### src/design/spq_pkg.sv
// Package for the sorted priority queue unit.
// Holds the command and status codes, the fixed field widths and the cell control struct.
// No dependencies.
package spq_pkg;

  localparam int unsigned VALUE_W  = 32;
  localparam int unsigned COUNT_W  = 7;

  typedef enum logic {
    CMD_INSERT = 1'b0,
    CMD_REMOVE = 1'b1
  } cmd_t;

  typedef enum logic [1:0] {
    STATUS_OK        = 2'd0,
    STATUS_OVERFLOW  = 2'd1,
    STATUS_UNDERFLOW = 2'd2
  } status_t;

  // Broadcast to every cell in the chain.
  typedef struct packed {
    logic ins_en;
    logic rem_en;
  } cell_ctrl_t;

endpackage

### src/design/spq_cell.sv
// One compare-and-shift cell of the sorted chain: holds one key.
// Depends on spq_pkg.
module spq_cell
  import spq_pkg::*;
#(
  parameter int unsigned KEY_WIDTH = 32,
  parameter int unsigned CNT_W     = 7,
  parameter int unsigned IDX       = 0
) (
  input  logic                        clk,
  input  cell_ctrl_t                  ctrl,
  input  logic signed [KEY_WIDTH-1:0] key,
  input  logic [CNT_W-1:0]            count,
  input  logic                        left_gt,
  input  logic signed [KEY_WIDTH-1:0] left_entry,
  input  logic signed [KEY_WIDTH-1:0] right_entry,
  output logic                        gt,
  output logic signed [KEY_WIDTH-1:0] entry
);

  localparam logic [CNT_W-1:0] IDX_C = CNT_W'(IDX);

  logic signed [KEY_WIDTH-1:0] entry_r;
  logic signed [KEY_WIDTH-1:0] entry_nxt;
  logic                        occupied;

  assign occupied = (IDX_C < count);
  // Stored key is strictly greater than the new one: it moves one place up.
  assign gt       = occupied && (entry_r > key);
  assign entry    = entry_r;

  always_comb begin
    entry_nxt = entry_r;
    if (ctrl.ins_en) begin
      if (left_gt) begin
        entry_nxt = left_entry;
      end else if (gt || (IDX_C == count)) begin
        entry_nxt = key;
      end
    end else if (ctrl.rem_en) begin
      entry_nxt = right_entry;
    end
  end

  always_ff @(posedge clk) begin
    entry_r <= entry_nxt;
  end

endmodule

### config.mk
export PLATFORM = sky130hd
export DESIGN_NAME = spq_cell
export DESIGN_NICKNAME = d
export VERILOG_FILES = /design/src/design/spq_pkg.sv /design/src/design/spq_cell.sv
export SDC_FILE = /design/constraint.sdc
export NUM_CORES = 1
export LEC_CHECK = 0
export BUFFER_PORTS_ARGS = -buffer_cell sky130_fd_sc_hd__buf_2
export CAP_MARGIN = 20
export CELL_PAD_IN_SITES_DETAIL_PLACEMENT = 0
export CELL_PAD_IN_SITES_GLOBAL_PLACEMENT = 1
export CORE_ASPECT_RATIO = 1.5
export CORE_MARGIN = 2
export CORE_UTILIZATION = 34
export DETAILED_ROUTE_END_ITERATION = 8
export GPL_TIMING_DRIVEN = 0
export PLACE_DENSITY = 0.92
export REMOVE_ABC_BUFFERS = 1
export SETUP_SLACK_MARGIN = 0.02
export SLEW_MARGIN = 20
export SYNTH_ARGS = -nofsm -noshare
export SYNTH_HDL_FRONTEND = slang
export SYNTH_SLANG_ARGS = --single-unit
### constraint.sdc
create_clock -name clk -period 10.5 [get_ports clk]
set_input_delay 1.05 -clock clk [delete_from_list [all_inputs] [get_ports clk]]
set_output_delay 1.05 -clock clk [all_outputs]
set_load 0.1 [all_outputs]
Yosys cells after proc, flatten, opt, wreduce, memory -nomap -nowiden

Cells that the tools add are included.

Register bits: 32
Bits of input ports: 107
Output and inout bits: 33
Logic and storage cells: 13

Magnitude comparators: 2
Equality and inequality tests: 1
Muxes and demuxes: 4
Reduce and logical (&&, ||, !) cells: 5

Operator list:

| cell                 | count |
|---|---|
| $mux W32             | 4 |
| $gt A32 B32 Y1       | 1 |
| $logic_not A7 Y1     | 1 |
| $lt A1 B7 Y1 const A | 1 |
| $ne A3 B1 Y1 const B | 1 |
| $reduce_and A2 Y1    | 1 |
| $reduce_bool A2 Y1   | 1 |
| $logic_and A1 B1 Y1  | 1 |
| $logic_or A1 B1 Y1   | 1 |

Logic depth before layout (Yosys ltp)

Gate-level depths: netlist of the first run.

Depth in word-level cells: 6
Mapped depth: 8
Gate-level depth less buffers: 8

Worst setup path before layout of the first run

Ideal clock, no wire load.

Kind: in2out
Start: input port key[14]
End: output port gt
Arrival time: 4.323 ns
Path slack: 5.127 ns
Cell stages on the path: 8
Path buffers: 0
Cells stage by stage: inv_1 > ha_1 > nand4_2 > nor4_2 > a21bo_1 > a31oi_1 > nor2_1 > nor3_1

Cells in the longest elaborated chain, start to end: 2

RTL lines:

| element             | line           | source |
|---|---|---|
| start, declared     | spq_cell.sv:12 | `input logic signed [KEY_WIDTH-1:0] key,` |
| $gt A32 B32 Y1      | spq_cell.sv:29 | `assign gt = occupied && (entry_r > key);` |
| $logic_and A1 B1 Y1 | spq_cell.sv:29 |  |
| end, declared       | spq_cell.sv:17 | `output logic gt,` |

Every way passes these cells.

Final worst setup path of the first run

Ends and elaborated chain as after synthesis.

==> results of run 1 <==
[Yosys cell counts, drive strengths merged (2+ instances only)]
cell,number
nand4,5
nor2,37
clkbuf,7
nand3,2
a21oi,45
inv,33
nor4,3
ha,32
mux2i,32
a221oi,2
buf,4
o21ai,5
nand2,10
edfxtp,32
[logic make-up after synthesis]
group | count (synthesis)
buffers and inverters | 44
DFF | 32
muxes | 32
AOI/OAI and AO/OA | 59
and+or+nand+nor | 63
adders and majority gates | 32
[power by group through the flow]
| stage | Sequential (mW) | Clock (mW) | Combinational (mW) |
|---|---|---|---|
| 2_1_floorplan | 0.291 | 0 | 0.0652 |
| 3_3_place_gp | 0.174 | 0 | 0.241 |
| 3_5_place_dp | 0.174 | 0 | 0.248 |
| 4_1_cts | 0.172 | 0.0967 | 0.249 |
| 5_1_grt | 0.174 | 0.101 | 0.264 |
| 6_report | 0.171 | 0.0916 | 0.245 |
[path summary, 6_finish.rpt]
path                                          start                  end  slack [ns]  cells after the start
worst max register to register  entry[14]$_DFFE_PP_  entry[17]$_DFFE_PP_        7.33                      9
worst min register to register   entry[1]$_DFFE_PP_  entry[27]$_DFFE_PP_        1.16                      4
worst max-delay path                        key[14]                   gt        6.21                     10
worst min-delay path                right_entry[15]  entry[15]$_DFFE_PP_        1.08                      3
[cell type report]
cell class	count	area, um2
clock inverter	1	3.75
clock buffer	7	76.3
inverter	33	124
sequential	32	961
multi-input combinational	186	1380
fill	708	3780
tap	100	125
timing repair buffer	142	732
[per-layer routing]
layer  wire (um)  up-vias
met2        3500       87
met4          65        0
li1            -     1209
met3         369        5
met5           0        -
met1        2390     1032
[cells in the final DEF, fill, tap and decap left out, types with 3 or more instances in the layout]
cell type and n:
buf_2 138, nand2_1 10, a21oi_1 45, clkbuf_8 5
nor2_1 37, nand4_1 3, ha_1 32, mux2i_1 32
edfxtp_1 32, inv_1 33, o21ai_0 5
[stage by stage]
stage	hold slack (ns)	total power, mW	worst slack (ns)	cells
finish	1.08	0.508	6.21	501
CTS	1.07	0.517	6.15	501
global placement	1.37	0.415	4.59	490
global route	1.09	0.538	5.97	501
detailed placement	1.17	0.423	6.15	493
floorplan	1.26	0.356	5.13	251
[critical path, cell delays in order]
cell and delay, ns:
buf_2 0.09, inv_1 0.04, ha_1 0.33, nand4_2 0.16, nor4_2 0.38, a21bo_1 0.27, a31oi_1 0.16, nor2_1 0.10
nor3_1 0.19, buf_2 0.46
==> flow_metrics.tcl, run 1 <==
set metrics [dict create \
    synth_seq_area_share_pct 38.4 \
    htree_levels 2 \
    die_h_um 109 \
    synth_ff_type "edfxtp_1" \
    ios 140 \
    grt_pass1_vias 2323 \
    met3_usage_pct 3.23 \
    cap_violations 0 \
    vdd_drop_max_uv 81.9 \
    finalCriticalPeriod_ns 4.29 \
    die-area_um2 8080 \
    synth-seq-cells 32 \
    synth_top_area_cell "edfxtp_1" \
    fp.dieW_um 74.1 \
    p_int_uw 269 \
    grt_pass1_wl_um 9960 \
    clk_path_buf_depth 2 \
    sequentialPowerShare_pct 33.7 \
    p_per_area_nw_per_um2 149 \
    clock_latency_ns 0.28 \
    synthCells 262 \
    muxShareOfSynthArea_pct 12.8 \
    use_met1_pct 16.3 \
    end_kind "output pin" \
    setup_viol 0 \
    required_ns 9.45 \
    clock-sinks 32 \
    first_pass_iters 4 \
    areaGrowthSynthToFinish_pct 35.8 \
    tightestPinTransition_ns 0.978 \
    status "finished, final reports clean" \
    drc 0 \
    post-dp-hpwl_um 5280 \
    synth_xor_area_share_pct 0 \
    skew_ns 0.00677 \
    max_freq_mhz 233 \
    drive_gt1_share_pct 38.7 \
    viasPerCell 4.66 \
    synthAdderAreaFrac_pct 16.0 \
    final_nets 539 \
    slew_violations 0 \
    critPathArrivalTime_ns 3.24 \
    postPlaceCellArea_um2 3320 \
    cts_tree "done" \
    synth_top_family_by_area "adder cells" \
    setup_tns_ns 0 \
    largest_register_ff_count 32 \
    synthesis.area_um2 2500 \
    place.gp.congestion 0.769 \
    yosys.area_share.simple_pct 12.5 \
    synth_cell_types 31 \
    grt.total_usage_pct 16.1 \
    p_sw_share_pct 47.1 \
    finalHoldViolCount 0 \
    maxSlewHeadroom_pct 34.8 \
    ys.warnings.count 0 \
    via_count 2333 \
    rsz0062_at_grt "no" \
    portBuffers 139 \
    synth_area_leaders "edfxtp_1 (38%), ha_1 (16%), mux2i_1 (13%), a21oi_1 (9.0%), nor2_1 (5.5%)" \
    fp-row-count 38 \
    holdCritPathClass "in2reg" \
    initial_core_util_pct 34.9 \
    cts_buffers 5 \
    synth_top_area_share_pct 38.4 \
    postCtsHoldBufs 0 \
    p_comb_share_pct 48.3 \
    crit_type "in2out" \
    clkTransAtPathRegs_ns 0.07 \
    p_leak_nw 1.76 \
    clockPowerShare_pct 18.0 \
    final.period_utilization_pct 40.8 \
    grt_max_degree 68 \
    start_kind "input pin" \
    drt_iter0_drc 44 \
    routed_wl_um 6320 \
    synth_compound_area_share_pct 13.3 \
    antenna-diode-count 0 \
    synth_edf_count 32 \
    p_switching_uw 239 \
    post_cts_buffers 0 \
    grt_overflow 0 \
    stdcell_area_um2 3400 \
    fin_util_pct 47.4 \
    path_max_fanout 3 \
    ant_nets 0 \
    synthArstFlopShare_pct 0 \
    clockRootBuffer "clkbuf_8" \
    routedWlPerCell_um 12.6 \
    fp.coreArea_um2 7180 \
    grtUsageMet2_pct 31.9 \
    synth_area_per_cell_um2 9.56 \
    ctsResizeCount 0 \
    antenna_found_initial 0 \
    top_usage_layer "met2" \
]
Power figures use the tool's default switching activity.
==> run 2, diff against run 1 <==
--- a/config.mk
+++ b/config.mk
@@ -11,10 +11,10 @@
 export CELL_PAD_IN_SITES_GLOBAL_PLACEMENT = 1
 export CORE_ASPECT_RATIO = 1.5
 export CORE_MARGIN = 2
-export CORE_UTILIZATION = 34
+export CORE_UTILIZATION = 32
 export DETAILED_ROUTE_END_ITERATION = 8
 export GPL_TIMING_DRIVEN = 0
-export PLACE_DENSITY = 0.92
+export PLACE_DENSITY = 0.88
 export REMOVE_ABC_BUFFERS = 1
 export SETUP_SLACK_MARGIN = 0.02
 export SLEW_MARGIN = 20
==> constraint.sdc (replaced) <==
create_clock -name clk -period 4.25 [get_ports clk]
set_input_delay 0.425 -clock clk [delete_from_list [all_inputs] [get_ports clk]]
set_output_delay 0.425 -clock clk [all_outputs]
set_load 0.1 [all_outputs]
==> run 2 against run 1 <==
Sequential power is 150% higher. Clock skew shrank 0.0033 ns. Global-route usage is 0.26 points lower. Total power grew to 2.8 times the previous value. Highest routed layer unchanged. Final cell count grew 0.40%. Sequential share of layout area decreased by 0.69 points. Clock power rose to 4.4 times the previous value. Flip-flop and latch count stayed put. Routed wire length rose by 3.2%. Design area rose by 2.5%. Die area increased by 6.0%.
==> flow_metrics.tcl, run 2 (synthesis gave the netlist of run 1 again) <==
set metrics [dict create \
    status "finished, final reports clean" \
    hold_end "entry[23]$_DFFE_PP_" \
    cts_tree "done" \
    max_freq_mhz 299 \
    rsz0062_at_grt "no" \
    areaGrowthSynthToFinish_pct 39.2 \
    multi_input_comb_area_um2 1380 \
    fp.coreArea_um2 7610 \
    crit_type "reg2reg" \
    drt_iter0_drc 33 \
    setup_viol 0 \
    rr_worst_depth 10 \
    drc 0 \
    slew_violations 0 \
    p_per_area_nw_per_um2 411 \
    grt_pass1_vias 2491 \
    routed_wl_um 6520 \
    grt.total_usage_pct 15.8 \
    p_leak_nw 1.80 \
    clockRootBuffer "clkbuf_16" \
    portBuffers 139 \
    finalHoldViolCount 0 \
    final_cell_mix "buf_2 (138), a21oi_1 (45), nor2_1 (37), inv_1 (33)" \
    hold_ws_ns 0.468 \
    maxSlewHeadroom_pct 32.6 \
    use_met1_pct 16.3 \
    critPathArrivalTime_ns 3.33 \
    num-fill-cells 779 \
    final_common_cell "buf_2" \
    r2r_end "entry[8]$_DFFE_PP_" \
    ctsResizeCount 0 \
    path_max_fanout 9 \
    initial_core_util_pct 32.9 \
    clock_latency_ns 0.27 \
    post-dp-hpwl_um 5330 \
    final.period_utilization_pct 78.7 \
    min_path_cells 3 \
    ios 140 \
    drive_gt1_share_pct 38.9 \
    top_usage_layer "met2" \
    clk_path_buf_depth 2 \
    largest_register_ff_count 32 \
    fp-row-count 39 \
    die_h_um 112 \
    start_kind "register" \
    grtUsageMet2_pct 31.3 \
    first_pass_iters 4 \
    cap_violations 0 \
    routedWlPerCell_um 13.0 \
    vdd_drop_max_uv 157 \
    clkTransAtPathRegs_ns 0.05 \
    rrSetupSlack_ns 0.90 \
    grt_overflow 0 \
    die-area_um2 8570 \
    ant_nets 0 \
    p_total_mw 1.43 \
    post_cts_buffers 0 \
    end_kind "register" \
    viasPerCell 4.68 \
    skew_ns 0.00350 \
    fp.dieW_um 76.2 \
    min_from "right_entry[23]" \
    htree_levels 2 \
    antenna_found_initial 0 \
    finalCriticalPeriod_ns 3.35 \
    holdCritPathClass "in2reg" \
    via_count 2355 \
    antenna-diode-count 0 \
    final_nets 539 \
    tightestPinTransition_ns 1.01 \
    met3_usage_pct 3.14 \
    cts_buffers 5 \
    r2r-start "entry[14]$_DFFE_PP_" \
    postCtsHoldBufs 0 \
    place.gp.congestion 0.770 \
    seq_area_um2 961 \
    grt_max_degree 68 \
    required_ns 4.24 \
    clock-sinks 32 \
    grt_pass1_wl_um 10900 \
]
run 2: changes by cell type in the layout (fill, tap and decap cells not counted), sizes merged:
cell    before  now
clkbuf       7    5
bufinv       0    1
clkinv       1    2
run 2: layer usage:
layer / wire length [um] / up-vias / part of all wire (%)
met3: 358 / 8 / 5.5
li1: - / 1211 / -
met5: 0 / - / 0
met2: 3590 / 77 / 55
met4: 90 / 0 / 1.4
met1: 2470 / 1059 / 38
run 2: layout make-up:
cell class              instances  share of cell area, %
inverters                      33                   3.55
clock inverters                 3                   1.08
well taps                     102                   3.66
flip-flops and latches         32                   27.6
repair buffers                142                   21.0
clock buffers                   5                   3.59
multi-input cells             186                   39.6
run 2: per-stage QoR:
| stage | TNS, ns | instances | util, % | cell area [um2] | setup slack, ns |
|---|---|---|---|---|---|
| 3_3_place_gp | -36.21 | 492 | 43.0 | 3280 | -1.13 |
| 2_1_floorplan | -9.11 | 251 | - | 2450 | -0.384 |
| 6_report | 0 | 503 | 45.8 | 3490 | 0.904 |
| 3_5_place_dp | 0 | 495 | 43.6 | 3320 | 0.651 |
| 4_1_cts | 0 | 503 | 45.8 | 3480 | 0.776 |
| 5_1_grt | 0 | 503 | 45.8 | 3490 | 0.627 |
run 2: worst max path at each step:
stage / start / end / slack (ns) / cells after the start
final: entry[14]$_DFFE_PP_ / entry[8]$_DFFE_PP_ / 0.90 / 10
after global routing: entry[14]$_DFFE_PP_ / entry[8]$_DFFE_PP_ / 0.63 / 10
after CTS: entry[14]$_DFFE_PP_ / entry[8]$_DFFE_PP_ / 0.78 / 10
after detailed placement: key[14] / entry[19]$_DFFE_PP_ / 0.65 / 12
after global placement: key[14] / entry[19]$_DFFE_PP_ / -1.13 / 9
after floorplan: entry[14]$_DFFE_PP_ / gt / -0.38 / 7
run 2: worst max-delay path: stages, from the launching register on:
cell      delay (ns)
edfxtp_1        0.39
ha_1            0.36
nand4_2         0.14
nor4_2          0.40
a21bo_1         0.25
a31oi_1         0.15
nor2_1          0.10
o41ai_4         0.69
buf_6           0.25
buf_6           0.16
buf_6           0.16
run 2: power breakdown:
group | switching, mW | internal (mW)
combinational | 0.460 | 0.148
sequential | 0.0204 | 0.402
clock | 0.132 | 0.272
==> run 3, diff against run 2 <==
--- a/config.mk
+++ b/config.mk
@@ -5,16 +5,17 @@
 export SDC_FILE = /design/constraint.sdc
 export NUM_CORES = 1
 export LEC_CHECK = 0
+export ABC_AREA = 1
 export BUFFER_PORTS_ARGS = -buffer_cell sky130_fd_sc_hd__buf_2
 export CAP_MARGIN = 20
 export CELL_PAD_IN_SITES_DETAIL_PLACEMENT = 0
 export CELL_PAD_IN_SITES_GLOBAL_PLACEMENT = 1
 export CORE_ASPECT_RATIO = 1.5
 export CORE_MARGIN = 2
-export CORE_UTILIZATION = 32
+export CORE_UTILIZATION = 31
 export DETAILED_ROUTE_END_ITERATION = 8
 export GPL_TIMING_DRIVEN = 0
-export PLACE_DENSITY = 0.88
+export PLACE_DENSITY = 0.89
 export REMOVE_ABC_BUFFERS = 1
 export SETUP_SLACK_MARGIN = 0.02
 export SLEW_MARGIN = 20
==> constraint.sdc (replaced) <==
create_clock -name clk -period 3.38 [get_ports clk]
set_input_delay 0.338 -clock clk [delete_from_list [all_inputs] [get_ports clk]]
set_output_delay 0.338 -clock clk [all_outputs]
set_load 0.1 [all_outputs]
==> run 3 against run 2 <==
Core utilization decreased by 2.2 points. Design area decreased by 0.57%. Synthesized cell count increased by 26%. Critical endpoint is now entry[29]$_DFFE_PP_. Largest power group unchanged.
==> flow_metrics.tcl, run 3 <==
set metrics [dict create \
    critPathArrivalTime_ns 2.71 \
    drive_gt1_share_pct 33.0 \
    p_total_mw 1.70 \
    htree_levels 2 \
    ctsResizeCount 0 \
    yosysMostFrequentCell "nand2_1" \
    required_ns 3.36 \
    drt_iter0_drc 68 \
    synthesis.area_um2 2510 \
    first_pass_iters 4 \
    ys.warnings.count 0 \
    die_h_um 114 \
    synth_cell_types 21 \
    synth.cells.most_frequent "nand2_1 (71), o21ai_0 (65), inv_1 (45)" \
    areaGrowthSynthToFinish_pct 37.9 \
    p_switching_uw 757 \
    final_nets 606 \
    synth_top_area_cell "edfxtp_1" \
    antenna-diode-count 0 \
    clock-sinks 32 \
    final.period_utilization_pct 80.8 \
    antenna_found_initial 0 \
    maxSlewHeadroom_pct 47.7 \
    synth_area_per_cell_um2 7.59 \
    placed_cells 564 \
    status "finished, final reports clean" \
    start_kind "register" \
    finalCriticalPeriod_ns 2.73 \
    synth_top_area_share_pct 38.2 \
    grt.total_usage_pct 16.8 \
    post-dp-hpwl_um 5380 \
    cap_violations 0 \
    synth_edf_count 32 \
    p_comb_share_pct 43.4 \
    fp.coreArea_um2 7960 \
    p_per_area_nw_per_um2 489 \
    postCtsHoldBufs 0 \
    p_sw_share_pct 44.6 \
    vdd_drop_max_uv 260 \
    clock_latency_ns 0.27 \
    rsz0062_at_grt "no" \
    clockPowerShare_pct 25.4 \
    ant_nets 0 \
    synthCells 331 \
    die-area_um2 8860 \
    synthArstFlopShare_pct 0 \
    final_common_cell "buf_2" \
    place.gp.congestion 0.819 \
    fp-row-count 40 \
    drc 0 \
    grt_pass1_wl_um 11800 \
    clk_path_buf_depth 2 \
    max_freq_mhz 366 \
    setup_viol 0 \
    setup_tns_ns 0 \
    tightestPinTransition_ns 0.782 \
    grt_overflow 0 \
    grt_pass1_vias 2680 \
    portBuffers 139 \
    p_int_uw 940 \
    p_leak_nw 1.82 \
    holdCritPathClass "in2reg" \
    finalHoldViolCount 0 \
    synth_area_leaders "edfxtp_1 (38%), ha_1 (16%), o21ai_0 (13%), nand2_1 (11%), inv_1 (6.7%)" \
    fp.dieW_um 77.5 \
    end_kind "register" \
    num-fill-cells 852 \
    skew_ns 0.00274 \
    final_cell_mix "buf_2 (139), nand2_1 (71), o21ai_0 (65), inv_1 (43), nor2_1 (43)" \
    hold_ws_ns 0.341 \
    cts_buffers 5 \
    via_count 2666 \
    slew_violations 0 \
    clkTransAtPathRegs_ns 0.05 \
    routedWlPerCell_um 12.4 \
    clockRootBuffer "clkbuf_16" \
    initial_core_util_pct 31.6 \
    ios 140 \
    routed_wl_um 7100 \
    path_max_fanout 20 \
    sequentialPowerShare_pct 31.2 \
    largest_register_ff_count 32 \
    finalNonFillerCells 572 \
    synth_seq_area_share_pct 38.2 \
    synth-seq-cells 32 \
    post_cts_buffers 0 \
    viasPerCell 4.66 \
    synth_ff_type "edfxtp_1" \
    crit_type "reg2reg" \
    cts_tree "done" \
    grt_max_degree 35 \
]
## run 3: cell count changes after synthesis, sizes merged, moves of 2 or more
| cell | previous run | this run |
|---|---|---|
| nand2 | 10 | 72 |
| nor4 | 3 | 0 |
| nand4 | 5 | 2 |
| a21oi | 45 | 15 |
| o21ai | 5 | 66 |
| a221oi | 2 | 0 |
| inv | 33 | 45 |
| clkbuf | 7 | 12 |
| o21a | 0 | 2 |
| mux2i | 32 | 0 |
| nor2 | 37 | 45 |
| buf | 4 | 0 |
## run 3: power by group through the flow
stage | sequential (mW) | clock (mW) | combinational (mW)
floorplan | 0.882 | 0 | 0.208
global route | 0.536 | 0.454 | 0.801
CTS | 0.530 | 0.449 | 0.744
detailed placement | 0.537 | 0 | 0.741
global placement | 0.535 | 0 | 0.727
finish | 0.528 | 0.431 | 0.737
## run 3: worst max-delay path: stages (launching register included)
cell      delay [ns]
edfxtp_1        0.40
ha_1            0.33
a21oi_1         0.16
nand2_1         0.08
a21oi_1         0.20
nand2_1         0.08
nand2_1         0.07
nand2_1         0.05
nand2_1         0.07
nand3_2         0.09
a21oi_4         0.64
buf_8           0.24
## run 3: final timing paths
check             slack, ns                  end                 from  cells past startpoint
setup / recovery       0.65  entry[29]$_DFFE_PP_  entry[11]$_DFFE_PP_                     11
hold / removal         0.34  entry[27]$_DFFE_PP_      right_entry[27]                      3
setup reg to reg       0.65  entry[29]$_DFFE_PP_  entry[11]$_DFFE_PP_                     11
hold reg to reg        1.18   entry[9]$_DFFE_PP_  entry[31]$_DFFE_PP_                      4
## run 3: layout make-up
type	instances	area, um2	share of cell area, %
Timing Repair Buffer	141	726	20.9
Clock buffer	6	129	3.72
Multi-Input combinational cell	241	1340	38.7
Clock inverter	1	5.00	0.144
Sequential cell	32	961	27.7
Inverter	46	173	4.98
Tap cell	105	131	3.79
## run 3: metrics by stage
stage | worst slack (ns) | util [%] | cell area [um2]
3_5_place_dp | 0.292 | 41.7 | 3320
2_1_floorplan | 0.0254 | - | 2470
4_1_cts | 0.583 | 43.4 | 3450
3_3_place_gp | -0.266 | 41.4 | 3290
5_1_grt | 0.379 | 43.6 | 3470
6_report | 0.649 | 43.6 | 3470
## run 3: layer usage
layer	track usage, %	wire [um]	vias up	share of wire [%]
met2	32.9	3870	94	55
met4	6.07	159	0	2.2
met5	0	0	-	0
li1	-	-	1367	-
met3	3.23	363	13	5.1
met1	17.3	2710	1192	38
## run 3: kinds of logic (layout without fill, tap and decap cells)
logic type,count (synthesis),in the layout,synth area share [%]
buf+inv,58,194,8.66
simple gates,125,125,20.0
compound gates,84,84,17.2
fa+ha+maj,32,32,15.9
flops,32,32,38.2
